<file path="src/hdl/fla_ram.sv">
// ---------------------------------------------------------------------------
// fla_ram: generic simple dual port RAM with registered read
// ---------------------------------------------------------------------------
module fla_ram #(
  parameter int WIDTH = 8,
  parameter int DEPTH = 16
) (
  input  logic                     clk,
  input  logic                     we,
  input  logic [$clog2(DEPTH)-1:0] waddr,
  input  logic [WIDTH-1:0]         wdata,
  input  logic [$clog2(DEPTH)-1:0] raddr,
  output logic [WIDTH-1:0]         rdata
);
  logic [WIDTH-1:0] mem [DEPTH];
  always_ff @(posedge clk) begin
    if (we) mem[waddr] <= wdata;
    rdata <= mem[raddr];
  end
endmodule

</file>
<file path="config.mk">
export PLATFORM = sky130hd
export DESIGN_NAME = fla_ram
export DESIGN_NICKNAME = d
export VERILOG_FILES = /design/src/hdl/fla_ram.sv
export SDC_FILE = /design/constraint.sdc
export NUM_CORES = 1
export LEC_CHECK = 0
export BUFFER_PORTS_ARGS = -buffer_cell sky130_fd_sc_hd__buf_2
export CAP_MARGIN = 20
export CORE_MARGIN = 4
export CORE_UTILIZATION = 60
export DETAILED_ROUTE_END_ITERATION = 8
export PLACE_DENSITY_LB_ADDON = 0.15
export SYNTH_ARGS = -nofsm -noshare
export SYNTH_HDL_FRONTEND = slang
export SYNTH_SLANG_ARGS = --single-unit
</file>
<file path="constraint.sdc">
create_clock -name clk -period 2.2 [get_ports clk]
set_input_delay 0.44 -clock clk [delete_from_list [all_inputs] [get_ports clk]]
set_output_delay 0.44 -clock clk [all_outputs]
set_load 0.05 [all_outputs]
</file>
Yosys cells after proc, flatten, opt, wreduce, memory -nomap -nowiden:

Memory sizes are Yosys's and may differ from the RTL's. A register that Yosys moved wholly into a read port is not among the register bits.
Cells that the tools add are included.
W data, S select, Z words.

* register bits after elaboration: 0
* bits in writable memories: 128
* output and inout port bits: 8
* memories kept: 1

* mux-type cells: 2

Memory list
* mem: depth 16, width 8, read ports 1, clocked after Yosys merged registers in 1, write ports 1, line 15 `logic [WIDTH-1:0] mem [DEPTH];`

Operator list (count)
* $mux W1: 2

Depth between registers and ports, before layout:

Gate-level depths: netlist (run 1).

* depth in word-level cells: 2
* depth in mapped cells: 5
* gate-level depth less buffers: 3

Worst setup path before layout (run 1):

No wires, ideal clock.

* path kind: input-to-reg
* start: input port waddr[2]
* end: memory mem[0][0] (enable)
* data arrival time: 1.550 ns
* required time: 1.817 ns
* path slack: 0.267 ns
* stages: 2
* path buffers: 0
* path through: or3b_2 -> nor3_1

RTL lines
* start: declaration: line 10 `input logic [$clog2(DEPTH)-1:0] waddr,`
* end: declaration: line 15

Straight into the memory's write port.

Worst setup path in the final report (run 1):

* start: register rdata[6], read port of mem
* end: output port rdata[6]

RTL lines
* start: declaration: line 13 `output logic [WIDTH-1:0] rdata`

No word-level cell between the ends.

==> results of run 1 <==
[layout make-up]
class	count	area, sq um
Sequential cell	136	4000
Fill cell	455	2180
Multi-Input combinational cell	83	1060
Clock buffer	19	432
Timing Repair Buffer	48	323
Clock inverter	13	169
Tap cell	105	131
[logic make-up after synthesis]
logic type | share of synthesized area, %
AO/OA/AOI/OAI | 2.33
AND/OR/NAND/NOR | 3.18
buffers and inverters | 1.68
multiplexers | 15.0
flip-flops | 77.8
[state kept, by name, indices dropped and copies added (netlist names)]
name and flops:
mem 128, rdata 8
[per-layer routing]
metal  part of all wire [%]  vias up  routed length (microns)
li1                       -     1096                        -
met3                    7.5       21                      798
met5                      0        -                        0
met1                     39     1311                     4130
met4                    3.2        0                      337
met2                     50      115                     5310
[final timing paths]
kind	endpoint	cells after the start
worst min register to register	rdata[2]	3
worst min-delay path	mem[2][4]	1
worst max-delay path	rdata[6]	1
worst max register to register	rdata[0]	3
[per-stage QoR]
stage | instances | hold slack [ns] | power, uW
2_1_floorplan | 229 | 0.539 | 3170
3_3_place_gp | 372 | 0.656 | 3290
3_5_place_dp | 372 | 0.661 | 3300
4_1_cts | 404 | 0.283 | 6130
5_1_grt | 404 | 0.296 | 6280
6_report | 404 | 0.301 | 6100
[where the power goes]
group,switching [uW],internal (uW)
Combinational,208,119
Sequential,20.6,2900
Clock,1090,1770
Total,1310,4790
[synthesized netlist by cell type]
cell type	n
edfxtp_1	128
nand3_1	1
nand3b_1	2
mux4_1	14
buf_4	1
mux4_2	18
nand2_1	9
dfxtp_1	8
and2_1	1
nand2b_1	2
a22oi_1	16
nor3_1	4
and2b_1	1
nor2_1	13
or3b_2	1
buf_6	3
buf_2	3
clkdlybuf4s25_2	3
nor2b_1	1
==> results.json, run 1 <==
{
  "status": "finished, final reports clean",
  "die-area_sq_um": 10100,
  "maxSlewViolCount": 0,
  "synth-seq-cells": 136,
  "vias_per_cell": 6.29,
  "nets": 304,
  "synth_top_area_share_pct": 74.7,
  "syn_avg_cell_area_sq_um": 22.5,
  "postSynthCellCount": 229,
  "yosysSeqAreaShare_pct": 77.8,
  "place.gp.congestion": 0.833,
  "htree_levels": 4,
  "cts_tree": "done",
  "synth_top_area_cell": "edfxtp_1",
  "hp-class": "in -> reg",
  "clock_latency_ns": 0.52,
  "grt_pass1_wl_mm": 16.1,
  "crit_fanout": 1,
  "wl_mm": 10.6,
  "grt_max_degree": 33,
  "clk_path_buf_depth": 2,
  "ys_types": 19,
  "powerDensity_nw_per_um2": 997,
  "crit_type": "reg -> out",
  "overflow": 0,
  "tightest_slew_ns": 0.415,
  "ir_drop_mv": 0.562,
  "mostFrequentLayoutCells": "edfxtp_1 (128), buf_2 (25), buf_4 (21)",
  "setup_ws_ns": 0.589,
  "setup_viol": 0,
  "holdBufCountCts": 0,
  "rr_startpoint": "mem[0][0]",
  "max_stage_delay_ns": 0.37,
  "drc": 0,
  "r2r_slack_ns": 0.79,
  "grt_usage_pct": 23.3,
  "synthTopCellsByArea": "edfxtp_1 (75%), mux4_2 (7.9%), mux4_1 (7.1%)",
  "critPathTopFamily": "flip-flops",
  "n_antenna_cell": 0,
  "finalSetupTns_ns": 0,
  "min_period_ns": 1.61,
  "fin_crit_sh_pct": 73.2,
  "fp-row-count": 33,
  "dr.pass1.iters": 7,
  "core_sq_um": 8300,
  "synthesis.area_sq_um": 5150,
  "grtUsageMet2_pct": 35.7,
  "critPathSlowestCell": "dfxtp_1",
  "finalHoldViolCount": 0,
  "pre_cts_slack_ns": 0.275,
  "hold_start": "wdata[4]",
  "grt_pass1_vias": 2562,
  "p_leak_uw": 0.00212,
  "port_buffers": 25,
  "syn_nets": 247,
  "max-slew-margin-rel_pct": 72.4,
  "initial_core_util_pct": 62.0,
  "dieWidth_microns": 101,
  "critPathRequiredTime_ns": 1.76,
  "cts_buffers": 17,
  "wl_per_cell_microns": 26.2,
  "root_buffer": "clkbuf_8",
  "use_met3_pct": 6.30,
  "area_delta_synth_final_pct": 18.8,
  "cp-startpoint": "rdata[6]",
  "yosysWarnings": 0,
  "cts.clk_slew.worst_paths_ns": 0.06,
  "max_freq_ghz": 0.621,
  "cp_data_arrival_time_ns": 1.17,
  "grt.met1_usage_pct": 31.6,
  "final_area_sq_um": 6120,
  "vias": 2543,
  "cts.repair.resized": 0,
  "cp_num_buf_inv": 1,
  "busiest_layer": "met2",
  "crit_path_end_kind": "output port",
  "crit_path_cell_trace": "buf_2",
  "postCtsSetupRepairBufs": 0,
  "final_util_pct": 73.7,
  "ioPinCount": 26,
  "antenna_found_initial": 0,
  "postRouteAntennaNets": 0,
  "final_common_cell": "edfxtp_1",
  "layout-drive-gt1-share_pct": 32.8,
  "dpl_cell_area_sq_um": 5520,
  "drtIter0Drc": 269,
  "start_kind": "flip-flop",
  "hpwl_mm": 6.19,
  "die_h_microns": 101,
  "rsz0062_at_grt": "no",
  "fin_skew_ns": 0.00490,
  "clock-sinks": 136,
  "timing.max_cap.violations": 0
}
No activity file was read; power rests on OpenSTA's default activity.
==> inputs of run 2 (changes only) <==
- ABC_AREA: default -> 1
- CORE_UTILIZATION: 60 -> 55
- clock period: 2.2 -> 1.4 ns (I/O delays scaled with it)
==> results.json, run 2 <==
{
  "antenna_found_initial": 0,
  "overflow": 0,
  "fillCellCount": 794,
  "min_period_ns": 1.35,
  "dr.pass1.iters": 5,
  "die_h_microns": 110,
  "finalSetupTns_ns": 0,
  "synth_common_cells": "nand2_1 (173), edfxtp_1 (128), inv_1 (100)",
  "htree_levels": 4,
  "syn_avg_cell_area_sq_um": 10.5,
  "ioPinCount": 26,
  "grt_pass1_wl_mm": 18.3,
  "max_stage_delay_ns": 0.35,
  "postCtsSetupRepairBufs": 0,
  "synth-edff-count": 128,
  "timing.max_cap.violations": 0,
  "critPathTopFamily": "flip-flops",
  "fp-row-count": 37,
  "synth-seq-cells": 136,
  "nets": 621,
  "postRouteAntennaNets": 0,
  "core_sq_um": 10300,
  "max_freq_ghz": 0.742,
  "cts.clk_slew.worst_paths_ns": 0.06,
  "synthesis.area_sq_um": 5770,
  "maxSlewViolCount": 0,
  "hp-class": "in -> reg",
  "critPathRequiredTime_ns": 1.12,
  "synth-async-reset-ratio_pct": 0,
  "crit_path_end_kind": "output port",
  "synth_top_area_cell": "edfxtp_1",
  "fin_crit_sh_pct": 96.2,
  "wl_mm": 11.8,
  "cp_data_arrival_time_ns": 1.07,
  "top_register": "mem",
  "setup_viol": 0,
  "yosysSeqAreaShare_pct": 69.4,
  "biggestRegsByFlops": "mem: 128 flops, rdata: 8 flops",
  "ir_drop_mv": 0.679,
  "syn_nets": 569,
  "p_leak_uw": 0.00298,
  "rsz0062_at_grt": "no",
  "wl_per_cell_microns": 15.7,
  "grt_max_degree": 34,
  "final_common_cell": "nand2_1",
  "largest_reg_flops": 128,
  "vias": 3805,
  "hpwl_mm": 7.60,
  "synth_most_common_cell": "nand2_1",
  "max-slew-margin-rel_pct": 79.0,
  "tightest_slew_ns": 0.315,
  "dpl_cell_area_sq_um": 6200,
  "drc": 0,
  "status": "finished, final reports clean",
  "root_buffer": "clkbuf_8",
  "mostFrequentLayoutCells": "nand2_1 (173), edfxtp_1 (128), inv_1 (100)",
  "clock-sinks": 136,
  "fin_skew_ns": 0.00638,
  "crit_type": "reg -> out",
  "place.gp.congestion": 0.846,
  "grt_usage_pct": 20.9,
  "crit_fanout": 1,
  "die-area_sq_um": 12200,
  "final_util_pct": 65.9,
  "drtIter0Drc": 333,
  "synth_flop_cell": "edfxtp_1",
  "postSynthCellCount": 551,
  "crit_path_cell_trace": "buf_4",
  "grt_pass1_vias": 3565,
  "port_buffers": 25,
  "holdBufCountCts": 0,
  "clock_latency_ns": 0.51,
  "cts_buffers": 17,
  "area_delta_synth_final_pct": 17.5,
  "synthTopCellsByArea": "edfxtp_1 (67%), nand2_1 (11%), nand3_1 (8.4%)",
  "clk_path_buf_depth": 2,
  "cp_num_buf_inv": 1,
  "dieWidth_microns": 110,
  "synth_top_area_share_pct": 66.7,
  "yosysWarnings": 0,
  "cts_tree": "done",
  "ys_types": 12,
  "finalHoldViolCount": 0,
  "powerDensity_nw_per_um2": 1390,
  "layout-drive-gt1-share_pct": 14.1,
  "final_area_sq_um": 6780,
  "vias_per_cell": 5.06,
  "n_antenna_cell": 0,
  "initial_core_util_pct": 56.1,
  "start_kind": "flip-flop",
  "critPathSlowestCell": "dfxtp_1"
}
## run 2: cell types whose count changed in the layout (fill, tap and decap cells not counted), sizes merged, moves of 4 or more
cell    delta
a22oi     -16
nor2       +4
mux4      -32
clkbuf     +5
nand2    +164
buf        +8
inv       +99
nor3       -4
nand3     +96
## run 2: worst paths after layout
kind               from         to  slack, ns  cells past startpoint
max reg2reg   mem[1][5]   rdata[5]       0.43                      6
min            wdata[4]  mem[1][4]       0.16                      1
min reg2reg  mem[12][5]   rdata[5]       0.66                      6
max            rdata[6]   rdata[6]       0.05                      1
## run 2: report_power, final
| group | total (uW) | switching (uW) | internal, uW |
|---|---|---|---|
| clock network | 4180 | 1520 | 2650 |
| logic | 663 | 461 | 203 |
| registers | 4580 | 30.2 | 4550 |
| total | 9420 | 2010 | 7410 |
## run 2: layer usage
metal | vias to the layer above | routed length (microns) | global-route usage, %
met1 | 1785 | 5410 | 29.5
met4 | 0 | 152 | 6.86
met2 | 133 | 5550 | 32.3
met5 | - | 0 | 0
li1 | 1876 | - | -
met3 | 11 | 721 | 5.07
## run 2: through the flow
stage	hold slack (ns)	instances	total power, uW	setup WS, ns
2_1_floorplan	0.379	551	5070	0.169
3_5_place_dp	0.660	720	5320	0.115
6_report	0.160	752	9420	0.0528
4_1_cts	0.145	752	9460	0.0142
3_3_place_gp	0.635	720	5310	0.110
5_1_grt	0.167	752	9730	0.00499
## run 2: what timing repair did
| action | in CTS | in global routing |
|---|---|---|
| setup endpoints to repair | 3 | 2 |
| gates cloned | 0 | 0 |
| resized for setup | 4 | 2 |
## run 2: logic make-up (layout without fill, tap and decap cells)
kind of cell  Yosys count  after routing  share of synthesized area [%]
flops                 136            136                           69.4
simple gates          289            289                           21.0
buf+inv               126            191                           9.52
## run 2: final cells by class
type | count | area (sq um) | share of cell area [%]
Clock buffer | 23 | 467 | 6.89
Clock inverter | 9 | 97.6 | 1.44
Multi-Input combinational cell | 289 | 1210 | 17.9
Timing Repair Buffer | 57 | 442 | 6.52
Inverter | 102 | 383 | 5.65
Sequential cell | 136 | 4010 | 59.1
Tap cell | 136 | 170 | 2.51
