===== src/hdl/fla_pkg.sv =====
// ---------------------------------------------------------------------------
// fla_pkg: shared types and constants of the free list allocator
// Widths, operation codes, status codes and sequencer states.
// ---------------------------------------------------------------------------
package fla_pkg;
  localparam int ARENA_UNITS_DEF = 4096;
  localparam int UNIT_BYTES_DEF  = 16;
  localparam int AW = 12;
  localparam int SW = 13;
  localparam int RW = 16;

  localparam logic [15:0] MAX_REQ_RST  = 16'd4096;
  localparam logic [12:0] MIN_GROW_RST = 13'd1024;

  typedef enum logic [0:0] {FUNC_ALLOC = 1'b0, FUNC_RELEASE = 1'b1} func_t;
  typedef enum logic [1:0] {
    ST_OK = 2'd0, ST_NO_SPACE = 2'd1, ST_TOO_LARGE = 2'd2
  } status_t;
  typedef enum logic [0:0] {CFG_MAX_REQ = 1'b0, CFG_MIN_GROW = 1'b1} cfg_idx_t;

  typedef enum logic [4:0] {
    S_CLEAR, S_IDLE, S_AL_RD_LINK, S_AL_WAIT, S_AL_CHECK, S_AL_SPLIT,
    S_AL_GROW, S_RL_RD, S_RL_WAIT, S_RL_CHECK, S_RL_RD_HDR, S_RL_WAIT_HDR,
    S_RL_FWD, S_RL_RD_P, S_RL_WAIT_P, S_RL_BACK, S_DONE
  } state_t;

  typedef struct packed {
    logic        we;
    logic [15:0] waddr;
    logic [24:0] wdata;
    logic [15:0] raddr;
  } mem_ctl_t;
endpackage


===== src/hdl/fla_seq.sv =====
// ---------------------------------------------------------------------------
// fla_seq: list walk sequencer
// Walks the free list one header at a time through one memory port.
// Each entry holds {size, link}; a shared adder (op_a + op_b) serves several states.
// ---------------------------------------------------------------------------
module fla_seq #(
  parameter int ARENA_UNITS = 4096,
  parameter int UNIT_BYTES  = 16
) (
  input  logic                clk,
  input  logic                rst_n,
  input  logic                start,
  input  logic                func,
  input  logic [15:0]         req,
  input  logic [11:0]         addr,
  input  logic [15:0]         max_req,
  input  logic [12:0]         min_grow,
  output logic                busy,
  output logic                done,
  output logic [1:0]          status,
  output logic [11:0]         granted,
  output fla_pkg::mem_ctl_t   mem_ctl,
  input  logic [24:0]         rdata
);
  import fla_pkg::*;
  localparam int MA = $clog2(ARENA_UNITS);
  localparam int PW = (MA > 13) ? MA + 2 : 15;
  localparam int LIM = 2 * ARENA_UNITS + 8;
  localparam int LW = $clog2(LIM + 2);
  localparam int UB = $clog2(UNIT_BYTES);

  state_t st_r, st_nxt;
  logic [PW-1:0] rover_r, rover_nxt, brk_r, brk_nxt;
  logic [PW-1:0] prev_r, prev_nxt, p_r, p_nxt, hdr_r, hdr_nxt, nx_r, nx_nxt;
  logic [PW-1:0] units_r, units_nxt;
  logic [12:0]   sz_r, sz_nxt, hsz_r, hsz_nxt;
  logic [LW-1:0] n_r, n_nxt;
  logic          grow_r, grow_nxt;
  logic [1:0]    status_r, status_nxt;
  logic [11:0]   gr_r, gr_nxt;
  logic [MA:0]   clr_r, clr_nxt;
  logic [PW-1:0] sum;
  logic [PW-1:0] link_rd, op_a, op_b;
  logic [12:0]   size_rd;

  assign link_rd = PW'(rdata[11:0]);
  assign size_rd = rdata[24:12];
  assign sum = op_a + op_b;
  assign busy = (st_r != S_IDLE);
  assign done = (st_r == S_DONE);
  assign status = status_r;
  assign granted = gr_r;

  always_ff @(posedge clk) begin
    if (!rst_n) begin
      st_r <= S_CLEAR; rover_r <= '0; brk_r <= PW'(1); clr_r <= '0;
      status_r <= '0; gr_r <= '0; n_r <= '0; grow_r <= 1'b0;
    end else begin
      st_r <= st_nxt; rover_r <= rover_nxt; brk_r <= brk_nxt; clr_r <= clr_nxt;
      status_r <= status_nxt; gr_r <= gr_nxt; n_r <= n_nxt; grow_r <= grow_nxt;
    end
    prev_r <= prev_nxt; p_r <= p_nxt; hdr_r <= hdr_nxt; nx_r <= nx_nxt;
    units_r <= units_nxt; sz_r <= sz_nxt; hsz_r <= hsz_nxt;
  end

  always_comb begin
    st_nxt = st_r; rover_nxt = rover_r; brk_nxt = brk_r; clr_nxt = clr_r;
    prev_nxt = prev_r; p_nxt = p_r; hdr_nxt = hdr_r; nx_nxt = nx_r;
    units_nxt = units_r; sz_nxt = sz_r; hsz_nxt = hsz_r; n_nxt = n_r;
    grow_nxt = grow_r; status_nxt = status_r; gr_nxt = gr_r;
    op_a = '0; op_b = '0;
    mem_ctl = '0;
    case (st_r)
      S_CLEAR: begin
        // zero entry 0 only; other entries are written before read
        mem_ctl.we = 1'b1;
        mem_ctl.waddr = '0;
        mem_ctl.wdata = '0;
        clr_nxt = clr_r + 1'b1;
        st_nxt = S_IDLE;
      end
      S_IDLE: begin
        if (start) begin
          status_nxt = ST_OK; gr_nxt = '0; n_nxt = '0; grow_nxt = 1'b0;
          if (func == FUNC_RELEASE) begin
            hdr_nxt = PW'(addr) - PW'(1);
            if (addr >= 12'd2 && (PW'(addr) - PW'(1)) < brk_r &&
                (PW'(addr) - PW'(1)) < PW'(ARENA_UNITS)) begin
              p_nxt = rover_r; st_nxt = S_RL_RD;
            end else st_nxt = S_DONE;
          end else if (req > max_req) begin
            status_nxt = ST_TOO_LARGE; st_nxt = S_DONE;
          end else begin
            units_nxt = PW'((({1'b0, req} + 17'(UNIT_BYTES - 1)) >> UB) + 17'd1);
            prev_nxt = rover_r; st_nxt = S_AL_RD_LINK;
          end
        end
      end
      S_AL_RD_LINK: begin
        mem_ctl.raddr = 16'(prev_r); st_nxt = S_AL_WAIT;
      end
      S_AL_WAIT: begin
        // rdata holds entry prev; link gives p
        p_nxt = link_rd;
        mem_ctl.raddr = 16'(link_rd);
        nx_nxt = link_rd;
        st_nxt = S_AL_CHECK;
        if (n_r >= LW'(LIM)) begin
          status_nxt = ST_NO_SPACE; st_nxt = S_DONE;
        end
      end
      S_AL_CHECK: begin
        // rdata holds entry p
        sz_nxt = size_rd; nx_nxt = link_rd;
        op_a = p_r; op_b = PW'(size_rd);
        if (PW'(size_rd) >= units_r && sum <= PW'(ARENA_UNITS)) begin
          rover_nxt = prev_r;
          if (PW'(size_rd) == units_r) begin
            // unlink p: rewrite prev's link, keep prev's size (re-read later)
            st_nxt = S_AL_SPLIT; sz_nxt = '0; gr_nxt = 12'(p_r + PW'(1));
            hsz_nxt = 13'd0;
          end else begin
            mem_ctl.we = 1'b1; mem_ctl.waddr = 16'(p_r);
            mem_ctl.wdata = {size_rd - 13'(units_r), link_rd[11:0]};
            p_nxt = p_r + PW'(size_rd - 13'(units_r));
            gr_nxt = 12'(p_r + PW'(size_rd - 13'(units_r)) + PW'(1));
            hsz_nxt = 13'd1; st_nxt = S_AL_SPLIT;
          end
        end else if (p_r == rover_r && !grow_r) begin
          st_nxt = S_AL_GROW;
        end else begin
          grow_nxt = 1'b0;
          prev_nxt = p_r; n_nxt = n_r + 1'b1;
          mem_ctl.raddr = 16'(link_rd); p_nxt = link_rd;
          st_nxt = S_AL_CHECK;
          // need prev's data only via p; keep walking
          if (n_r + 1'b1 >= LW'(LIM)) begin
            status_nxt = ST_NO_SPACE; st_nxt = S_DONE;
          end
        end
      end
      S_AL_SPLIT: begin
        if (hsz_r == 13'd1) begin
          mem_ctl.we = 1'b1; mem_ctl.waddr = 16'(p_r);
          mem_ctl.wdata = {13'(units_r), 12'd0};
          st_nxt = S_DONE;
        end else begin
          // exact fit: read prev to keep its size when rewriting link
          mem_ctl.raddr = 16'(prev_r);
          hsz_nxt = 13'd2; st_nxt = S_AL_SPLIT;
          if (hsz_r == 13'd2) begin
            mem_ctl.we = 1'b1; mem_ctl.waddr = 16'(prev_r);
            mem_ctl.wdata = {size_rd, nx_r[11:0]};
            st_nxt = S_DONE;
          end
        end
      end
      S_AL_GROW: begin
        op_a = brk_r;
        op_b = (units_r < PW'(min_grow)) ? PW'(min_grow) : units_r;
        if (sum > PW'(ARENA_UNITS - 1)) begin
          status_nxt = ST_NO_SPACE; st_nxt = S_DONE;
        end else begin
          mem_ctl.we = 1'b1; mem_ctl.waddr = 16'(brk_r);
          mem_ctl.wdata = {13'(op_b), 12'd0};
          hdr_nxt = brk_r; brk_nxt = sum; p_nxt = rover_r;
          grow_nxt = 1'b1; st_nxt = S_RL_RD;
        end
      end
      S_RL_RD: begin
        mem_ctl.raddr = 16'(p_r); st_nxt = S_RL_WAIT;
      end
      S_RL_WAIT: begin
        nx_nxt = link_rd; sz_nxt = size_rd; st_nxt = S_RL_CHECK;
      end
      S_RL_CHECK: begin
        if ((hdr_r > p_r && hdr_r < nx_r) ||
            (p_r >= nx_r && (hdr_r > p_r || hdr_r < nx_r))) begin
          mem_ctl.raddr = 16'(hdr_r); st_nxt = S_RL_WAIT_HDR;
        end else begin
          p_nxt = nx_r; n_nxt = n_r + 1'b1;
          st_nxt = S_RL_RD;
          if (n_r + 1'b1 > LW'(LIM)) st_nxt = grow_r ? S_AL_WAIT : S_DONE;
        end
      end
      S_RL_WAIT_HDR: begin
        hsz_nxt = size_rd; mem_ctl.raddr = 16'(nx_r); st_nxt = S_RL_FWD;
      end
      S_RL_FWD: begin
        // rdata holds entry nx
        op_a = hdr_r; op_b = PW'(hsz_r);
        mem_ctl.we = 1'b1; mem_ctl.waddr = 16'(hdr_r);
        if (sum[11:0] == nx_r[11:0] && (sum >> 12) == '0) begin
          hsz_nxt = hsz_r + size_rd;
          mem_ctl.wdata = {hsz_r + size_rd, link_rd[11:0]};
          nx_nxt = link_rd;
        end else begin
          mem_ctl.wdata = {hsz_r, nx_r[11:0]};
        end
        st_nxt = S_RL_BACK;
      end
      S_RL_BACK: begin
        op_a = p_r; op_b = PW'(sz_r);
        mem_ctl.we = 1'b1; mem_ctl.waddr = 16'(p_r);
        if (sum == hdr_r) mem_ctl.wdata = {sz_r + hsz_r, nx_r[11:0]};
        else              mem_ctl.wdata = {sz_r, hdr_r[11:0]};
        rover_nxt = p_r;
        if (grow_r) begin
          prev_nxt = p_r; n_nxt = n_r + 1'b1; st_nxt = S_AL_RD_LINK;
        end else st_nxt = S_DONE;
      end
      S_DONE: begin
        if (!grow_r || status_r != ST_OK) st_nxt = S_IDLE;
        else st_nxt = S_IDLE;
      end
      default: st_nxt = S_IDLE;
    endcase
  end
  logic unused;
  assign unused = ^{clr_r, S_RL_RD_HDR, S_RL_RD_P, S_RL_WAIT_P};
endmodule


===== config.mk =====
export PLATFORM = sky130hd
export DESIGN_NAME = fla_seq
export DESIGN_NICKNAME = d
export VERILOG_FILES = /design/src/hdl/fla_pkg.sv /design/src/hdl/fla_seq.sv
export SDC_FILE = /design/constraint.sdc
export NUM_CORES = 1
export LEC_CHECK = 0
export ABC_AREA = 1
export BUFFER_PORTS_ARGS = -buffer_cell sky130_fd_sc_hd__buf_4
export CELL_PAD_IN_SITES_DETAIL_PLACEMENT = 1
export CELL_PAD_IN_SITES_GLOBAL_PLACEMENT = 1
export CORE_ASPECT_RATIO = 0.7
export CORE_MARGIN = 2
export CORE_UTILIZATION = 41
export CTS_CLUSTER_DIAMETER = 60
export DETAILED_ROUTE_END_ITERATION = 10
export PLACE_DENSITY = 0.81
export SLEW_MARGIN = 5
export SYNTH_ARGS = -nofsm -noshare
export SYNTH_HDL_FRONTEND = slang
export SYNTH_SLANG_ARGS = --single-unit

===== constraint.sdc =====
create_clock -name clk -period 6.5 [get_ports clk]
set_clock_uncertainty 0.15 [all_clocks]
set_input_delay 0.325 -clock clk [delete_from_list [all_inputs] [get_ports clk]]
set_output_delay 0.325 -clock clk [all_outputs]
set_load 0.01 [all_outputs]

# ---- Yosys cells after proc, flatten, opt, wreduce, memory -nomap -nowiden
# Cells that the tools add are included.
dict set report op_classes {
  addsub 12
  order_cmp 14
  n_eq_ne 38
  n_mux 88
  bitwise_logic 3
  n_reduce_logical 37
}
# op n
set op_table {}
lappend op_table {{two-way mux 15 bit} 22}
lappend op_table {{one-hot mux 42 bit (6 select lines)} 1}
lappend op_table {{two-way mux 42 bit} 5}
lappend op_table {{one-hot mux 15 bit (7 select lines)} 1}
lappend op_table {{one-hot mux 15 bit (2 select lines)} 3}
lappend op_table {{one-hot mux 15 bit (3 select lines)} 2}
lappend op_table {{two-way mux 5 bit} 15}
lappend op_table {{one-hot mux 15 bit (5 select lines)} 1}
lappend op_table {{two-way mux 14 bit} 5}
lappend op_table {{two-way mux 13 bit} 5}
lappend op_table {{two-way mux 12 bit} 5}
lappend op_table {{one-hot mux 15 bit (4 select lines)} 1}
lappend op_table {{one-hot mux 5 bit (12 select lines)} 1}
lappend op_table {{one-hot mux 14 bit (4 select lines)} 1}
lappend op_table {{one-hot mux 13 bit (4 select lines)} 1}
lappend op_table {{two-way mux 25 bit} 2}
lappend op_table {{!= test 2 bit, second input constant} 16}
lappend op_table {{adder 15 bit} 2}
lappend op_table {{equality test 15 bit} 2}
lappend op_table {{< comparator 15 bit} 2}
lappend op_table {{>= comparator 14 bit, second input constant} 2}
lappend op_table {{adder 13 bit} 2}
lappend op_table {{one-hot mux 13 bit (2 select lines)} 1}
lappend op_table {{equality test 5 x 4 -> 1 bit, second input constant} 5}
lappend op_table {{other kinds (51)} 89}
dict set report totals {
  register_bits 165
  input_bits 86
  out_inout_bits 74
}

# ---- Logic depth before layout (Yosys ltp)
# Gate-level depths: netlist of run 1.
dict set report logic_depth {
  ltp_word 8
  mapped_depth 33
  ltp_nobuf 31
}

# ---- Worst setup path before layout of run 1
# OpenSTA, ideal clock, no wires.
dict set report synth_path {
  path_kind {register -> register}
  start {register st_r[1]}
  end {register p_r[0], enable pin}
  arrival_time_ps 4878
  t_required_ps 5944
  slack_ps 1066
  stages_incl_launch_ff 27
  n_path_buf 4
  path_cell_list {dfxtp_1 > nand2_1 > inv_2 > nand2_2 > inv_1 > clkbuf_1 > clkbuf_1 > buf_1 > nand2_1 > o2111ai_1 > ha_1 > inv_1 > fa_1 > inv_1 > nand3_1 > nand2_2 > nand3_1 > nand4_1 > nand2_1 > nor2_1 > nand2_1 > inv_1 > buf_2 > nor2_1 > a21oi_1 > o21ai_0 > nor3_1}
}
dict set report synth_between {
  elab_chain_cells 8
  elab_cells_between_ends 23
}
# element line
set synth_lines {}
lappend synth_lines {{start, declared} fla_seq.sv:32} ;# state_t st_r, st_nxt;
lappend synth_lines {{start signal, assigned} fla_seq.sv:59} ;# st_r <= st_nxt; rover_r <= rover_nxt; brk_r <= brk_nxt; clr_r <= clr_nxt;
lappend synth_lines {{equality test 5 x 4 -> 1 bit or equality test 5 x 3 -> 1 bit (tied branches)} fla_seq.sv:73} ;# case (st_r)
lappend synth_lines {{OR reduction 2 bit (no line)} -}
lappend synth_lines {{one-hot mux 15 bit (3 select lines)} fla_seq.sv:73}
lappend synth_lines {{adder 15 bit} fla_seq.sv:48} ;# assign sum = op_a + op_b;
lappend synth_lines {{<= comparator 15 x 13 -> 1 bit} fla_seq.sv:116} ;# if (PW'(size_rd) >= units_r && sum <= PW'(ARENA_UNITS)) begin
lappend synth_lines {{logical AND 1 bit} fla_seq.sv:116}
lappend synth_lines {{!= test 3 bit (no line)} -}
lappend synth_lines {{AND reduction 8 bit (no line) *} -}
lappend synth_lines {{end signal, assigned} fla_seq.sv:62} ;# prev_r <= prev_nxt; p_r <= p_nxt; hdr_r <= hdr_nxt; nx_r <= nx_nxt;
lappend synth_lines {{end, declared} fla_seq.sv:34} ;# logic [PW-1:0] prev_r, prev_nxt, p_r, p_nxt, hdr_r, hdr_nxt, nx_r, nx_nxt;
# Every way passes the cells marked *; elsewhere a longest branch is shown, timed or not.
# A chain may end at the register's enable or synchronous reset.

==> results of run 1 <==
## metrics by stage
step                hold WS (ns)  setup slack (ns)  area [sq um]  total power, uW  util [%]
global placement           0.289             0.152         19800             2370      46.4
finish                    0.0328             0.181         20600             3500      48.2
detailed placement         0.298             0.140         19800             2410      46.4
CTS                       0.0159            0.0825         20500             3440      48.0
global route              0.0410           0.00526         20600             3630      48.2
floorplan                  0.274              1.07         17800             1950         -
## cells by family (layout without fill, tap and decap cells)
logic type | after synthesis | in the layout | share of synthesized area, %
AND/OR/NAND/NOR | 1484 | 1484 | 36.0
buffers and inverters | 485 | 662 | 10.6
AO/OA/AOI/OAI | 467 | 467 | 15.1
flip-flops | 161 | 161 | 23.5
adder cells (fa/ha/maj) | 156 | 156 | 11.2
XOR/XNOR | 72 | 72 | 3.69
other | 1 | 3 | 0.0210
## power by group
group / switching [uW] / internal, uW / total [uW]
registers: 117 / 1150 / 1270
clock network: 505 / 536 / 1040
logic: 801 / 388 / 1190
total: 1420 / 2080 / 3500
## cells in the final DEF, fill, tap and decap left out, types with 6 or more instances in the layout
cell and n:
a21o_1 6, a21oi_1 182, a221oi_1 7, a31oi_1 13, buf_4 213, clkbuf_16 19
dfxtp_1 64, dlygate4sd3_1 12, edfxtp_1 97, ha_1 148, inv_1 387, inv_2 10
nand2_1 806, nand2_2 13, nand2_4 6, nand3_1 253, nand3b_1 8, nand4_1 90
nor2_1 234, nor2_2 12, nor3_1 21, nor4_1 11, o2111ai_1 15, o211ai_1 36
o21ai_0 136, o21ai_1 20, o221ai_1 7, o22ai_1 15, o31ai_1 8, or2_2 12
xnor2_1 19, xor2_1 51
## tightest hold or removal path, cell delays in order
cell and delay [ns]:
buf_4 0.11, nand2_1 0.06, nand2_1 0.06
## flip-flops by register name, indices dropped and copies added, names as in the netlist
name and count:
rover_r 15, grow_r 1, prev_r 15, st_r 5, sz_r 13, brk_r 15
status 2, units_r 14, granted 12, p_r 15, nx_r 12, n_r 14
hsz_r 13, hdr_r 15
## per-layer routing
layer | up-vias | global-route usage, % | part of all wire, %
met4 | 10 | 13.1 | 2.9
met1 | 10700 | 58.9 | 43
met2 | 1358 | 58.8 | 39
met3 | 198 | 16.5 | 15
li1 | 9792 | - | -
met5 | - | 0 | 0.069
## Yosys cell counts (12+ instances only)
cell type and instances:
a21oi_1 182, a31oi_1 13, buf_2 19, clkbuf_1 44, dfxtp_1 64, edfxtp_1 97, ha_1 151, inv_1 387
nand2_1 809, nand3_1 253, nand4_1 90, nor2_1 241, nor3_1 23, o2111ai_1 16, o211ai_1 36, o21ai_0 138
o21ai_1 19, o22ai_1 15, or2_2 12, xnor2_1 19, xor2_1 51
## worst paths after layout
kind                                  from          end  slack (ns)  cells after the start
worst min-delay path               req[15]  units_r[12]        0.03                      3
worst min register to register   status[0]    status[0]        0.31                      2
worst max-delay path            units_r[4]  mem_ctl[57]        0.18                     23
worst max register to register  units_r[4]    brk_r[11]        0.55                     24
## final cells by class
cell class	count	area [sq um]
timing repair buffer	227	1740
tap	585	732
sequential	161	4190
clock buffer	24	494
inverter	403	1520
multi-input combinational	2182	11800
clock inverter	8	53.8
fill	5758	22100
## what timing repair did
item	4_1_cts	5_1_grt
buffers inserted	0	6
setup endpoints to repair	53	53
endpoints found under the hold margin	12	0
cloned	0	1
gates resized for setup	7	14
hold buffers	12	0
pin swaps	1	3
==> flow_summary.yaml, run 1 <==
worst_setup_path:
  slowest_stage: "nand3_1"
  cp.arrival_ns: 5.84
  crit_path_start_kind: "register"
  critPathMaxStageDelay_ns: 0.76
  critPathTopFamily: "simple AND/OR/NAND/NOR gates"
  cp_num_buf_inv: 4
  cpMostUsedCell: "nand2_1"
  cp_max_fo: 14
  end_kind: "output port"
  crit_chain: "ha_1, a21oi_1, nand3b_1, nand2_1, o21ai_0, nand2_2, buf_4, buf_4, o21ai_0, o2111ai_1, ha_1, nand2_1, inv_1, nand2_1, nand2_1, nand2_1, nand3_1, nand2_1, nand2_1, nor2_1, nand3_1, nand4_1, buf_4"
  worstPathRequired_ns: 6.02
  crit_type: "register to output port"
yosys:
  netlist_area_sq_um: 17800
  seq_area_frac_synth_pct: 23.5
  synthArstFlopShare_pct: 0
  yosysTopAreaCellShare_pct: 17.0
  yosys.area.top_type: "nand2_1"
  synth_edf_count: 97
  synthFlopType: "edfxtp_1"
  ys.warnings.count: 0
  avgSynthCellArea_sq_um: 6.31
  synthDistinctLibCells: 59
  synth_seq_cells: 161
  synth_area_leaders: "nand2_1 17%, edfxtp_1 16%, ha_1 11%"
  synthCells: 2826
cts:
  h-tree-depth: 4
  cts_root_buf: "clkbuf_16"
  clock_latency_ns: 0.48
  cts.sink_count: 161
  path_clk_slew_ns: 0.07
  cts_buffers: 17
  cts.path.max_buffers: 2
  tritoncts: "built"
global_route:
  grt_pass1_wl_microns: 138000
  grt_max_degree: 56
  grt_pass1_vias: 20800
  grt_usage_pct: 42.2
  antenna_found_initial: 5
  gr-total-overflow: 0
timing:
  worst_pin_slew_ns: 1.15
  relSlewSlack_pct: 22.9
  rsz0062_at_grt: "false"
  period_minus_slack_ns: 6.32
  period_share_pct: 97.2
  hold_viol: 0
  max_freq_mhz: 158
  finalMaxSlewViolations: 0
  finalSetupViolCount: 0
  fin_setup_tns_ns: 0
finish:
  n_antenna_cell: 0
  area_delta_synth_final_pct: 15.3
  fin_cells: 3590
  fin_nets: 3234
  drive_gt1_share_pct: 10.6
place:
  gp_congestion: 1.08
  dp.cells: 3539
  hpwlAfterDp_microns: 78300
  port_buffers: 157
detailed_routing:
  viasPerCell: 6.13
  wl_microns: 96500
  dr.pass1.iters: 6
  vias: 22000
  drt_iter0_markers: 2877
  ant_nets: 0
  drc: 0
  routedWlPerCell_microns: 26.9
floorplan:
  coreArea_sq_um: 42600
  io_pins: 160
  row_count: 63
  die_area_sq_um: 45200
  die_width_microns: 253
  die_h_microns: 178
  start_util_pct: 41.8
hold_path:
  hold_class: "input port to register"
power:
  powerDensity_nw_per_um2: 170
  leakage_uw: 0.0102
  vdd_ir_drop_max_uv: 169
run:
  maxCapViolCount: 0
status:
  status: "complete, no violations"
Power figures use the tool's default switching activity.
==> inputs of run 2 (changes only) <==
--- a/config.mk
+++ b/config.mk
@@ -15,6 +15,7 @@
 export CTS_CLUSTER_DIAMETER = 60
 export DETAILED_ROUTE_END_ITERATION = 10
 export PLACE_DENSITY = 0.81
+export RECOVER_POWER = 25
 export SLEW_MARGIN = 5
 export SYNTH_ARGS = -nofsm -noshare
 export SYNTH_HDL_FRONTEND = slang
==> flow_summary.yaml, run 2 (same netlist as run 1, synthesis figures left out) <==
hold_path:
  hold-path-endpoint: "units_r[12]"
  hold_start: "req[15]"
  hold_depth: 3
  hold_class: "input port to register"
worst_setup_path:
  crit_cells: 23
  cp_max_fo: 14
  cp.arrival_ns: 5.84
  reg2reg_to: "brk_r[11]"
  slowest_stage: "nand3_1"
  crit_path_start_kind: "register"
  worstPathRequired_ns: 6.02
  crit_chain: "ha_1, a21oi_1, nand3b_1, nand2_1, o21ai_0, nand2_2, buf_4, buf_4, o21ai_0, o2111ai_1, ha_1, nand2_1, inv_1, nand2_1, nand2_1, nand2_1, nand3_1, nand2_1, nand2_1, nor2_1, nand3_1, nand4_1, buf_4"
  reg2reg_from: "units_r[4]"
  ff2ff_setup_slack_ns: 0.55
  cpMostUsedCell: "nand2_1"
  reg2regPathDepth: 24
  crit_type: "register to output port"
  cp_num_buf_inv: 4
  critPathMaxStageDelay_ns: 0.76
  critPathTopFamily: "simple AND/OR/NAND/NOR gates"
  end_kind: "output port"
floorplan:
  io_pins: 160
  row_count: 63
  coreArea_sq_um: 42600
  die_h_microns: 178
  start_util_pct: 41.8
  die_width_microns: 253
  die_area_sq_um: 45200
cts:
  cts.path.max_buffers: 2
  clock_latency_ns: 0.48
  cts_root_buf: "clkbuf_16"
  tritoncts: "built"
  cts_buffers: 17
  path_clk_slew_ns: 0.07
  h-tree-depth: 4
  cts.sink_count: 161
global_route:
  grt_pass1_wl_microns: 138000
  antenna_found_initial: 5
  grt_usage_pct: 42.2
  gr-total-overflow: 0
  grt_max_degree: 56
  grt_pass1_vias: 20800
detailed_routing:
  viasPerCell: 6.15
  dr.pass1.iters: 7
  routedWlPerCell_microns: 26.9
  drc: 0
  ant_nets: 0
  drt_iter0_markers: 2764
  vias: 22100
  wl_microns: 96600
finish:
  area_delta_synth_final_pct: 14.5
  stdcell_area_sq_um: 20400
  final_common_cell: "nand2_1"
  final_cell_mix: "807 x nand2_1, 387 x inv_1, 254 x nand3_1"
  fin_nets: 3234
  n_antenna_cell: 0
  drive_gt1_share_pct: 9.45
  fillCellCount: 5777
power:
  clkPwrFrac_pct: 29.8
  p_seq_share_pct: 36.4
  p_sw_share_pct: 40.8
  power.switching_uw: 1420
  powerDensity_nw_per_um2: 171
  pwr-share-comb_pct: 33.8
  p_int_uw: 2060
  finalPower_uw: 3490
  vdd_ir_drop_max_uv: 170
  leakage_uw: 0.0101
timing:
  hold_viol: 0
  relSlewSlack_pct: 22.8
  period_minus_slack_ns: 6.32
  rsz0062_at_grt: "false"
  period_share_pct: 97.2
  worst_pin_slew_ns: 1.16
  finalMaxSlewViolations: 0
  setup_slack_ns: 0.185
  fin_setup_tns_ns: 0
  finalSetupViolCount: 0
  max_freq_mhz: 158
  fin_hold_ws_ns: 0.0313
run:
  maxCapViolCount: 0
place:
  postPlaceCellArea_sq_um: 19800
  place_ws_ns: 0.140
  gp_congestion: 1.08
  port_buffers: 157
  hpwlAfterDp_microns: 78300
status:
  status: "complete, no violations"
[run 2: worst max-delay path by stage]
stage / to / start / slack (ns)
6_report: mem_ctl[57] / units_r[4] / 0.18
5_1_grt: mem_ctl[1] / units_r[4] / 0.005
4_1_cts: mem_ctl[17] / units_r[4] / 0.08
3_5_place_dp: mem_ctl[18] / min_grow[4] / 0.14
3_3_place_gp: mem_ctl[18] / min_grow[4] / 0.15
2_1_floorplan: p_r[0] / st_r[1] / 1.07
[run 2: worst min-delay path, cell delays in order]
cell	delay, ns
buf_4	0.11
nand2_1	0.06
nand2_1	0.06
[run 2: metrics by stage]
step,utilization (%),cells
floorplan,-,2828
finish,47.9,3590
detailed placement,46.4,3539
global placement,46.4,3539
CTS,48.0,3583
global route,47.9,3590
[run 2: layer usage]
| metal | vias up | share of wire (%) | track usage, % |
|---|---|---|---|
| met4 | 10 | 3.0 | 13.1 |
| li1 | 9778 | - | - |
| met3 | 202 | 15 | 16.5 |
| met5 | - | 0.069 | 0 |
| met2 | 1407 | 39 | 58.8 |
| met1 | 10700 | 43 | 58.9 |
[run 2: power by group through the flow]
stage	Clock [uW]	Combinational [uW]	Sequential [uW]
detailed placement	0	1130	1280
CTS	1030	1150	1260
global placement	0	1090	1280
finish	1040	1180	1270
global route	1070	1290	1270
floorplan	0	720	1230
[run 2: repair_timing]
item | 4_1_cts | 5_1_grt
hold endpoints to repair | 12 | 0
pin swaps | 1 | 3
endpoints found under the setup margin | 53 | 53
setup buffers | 0 | 6
hold buffers | 12 | 0
cloned | 0 | 1
gates resized for setup | 7 | 14
[run 2: final cells by class]
| type | count | area, sq um | share of cell area, % |
|---|---|---|---|
| clock buffer | 24 | 494 | 2.42 |
| clock inverter | 8 | 53.8 | 0.263 |
| inverter | 403 | 1520 | 7.44 |
| multi-input combinational | 2182 | 11800 | 57.8 |
| sequential | 161 | 4190 | 20.5 |
| tap | 585 | 732 | 3.58 |
| timing repair buffer | 227 | 1620 | 7.93 |
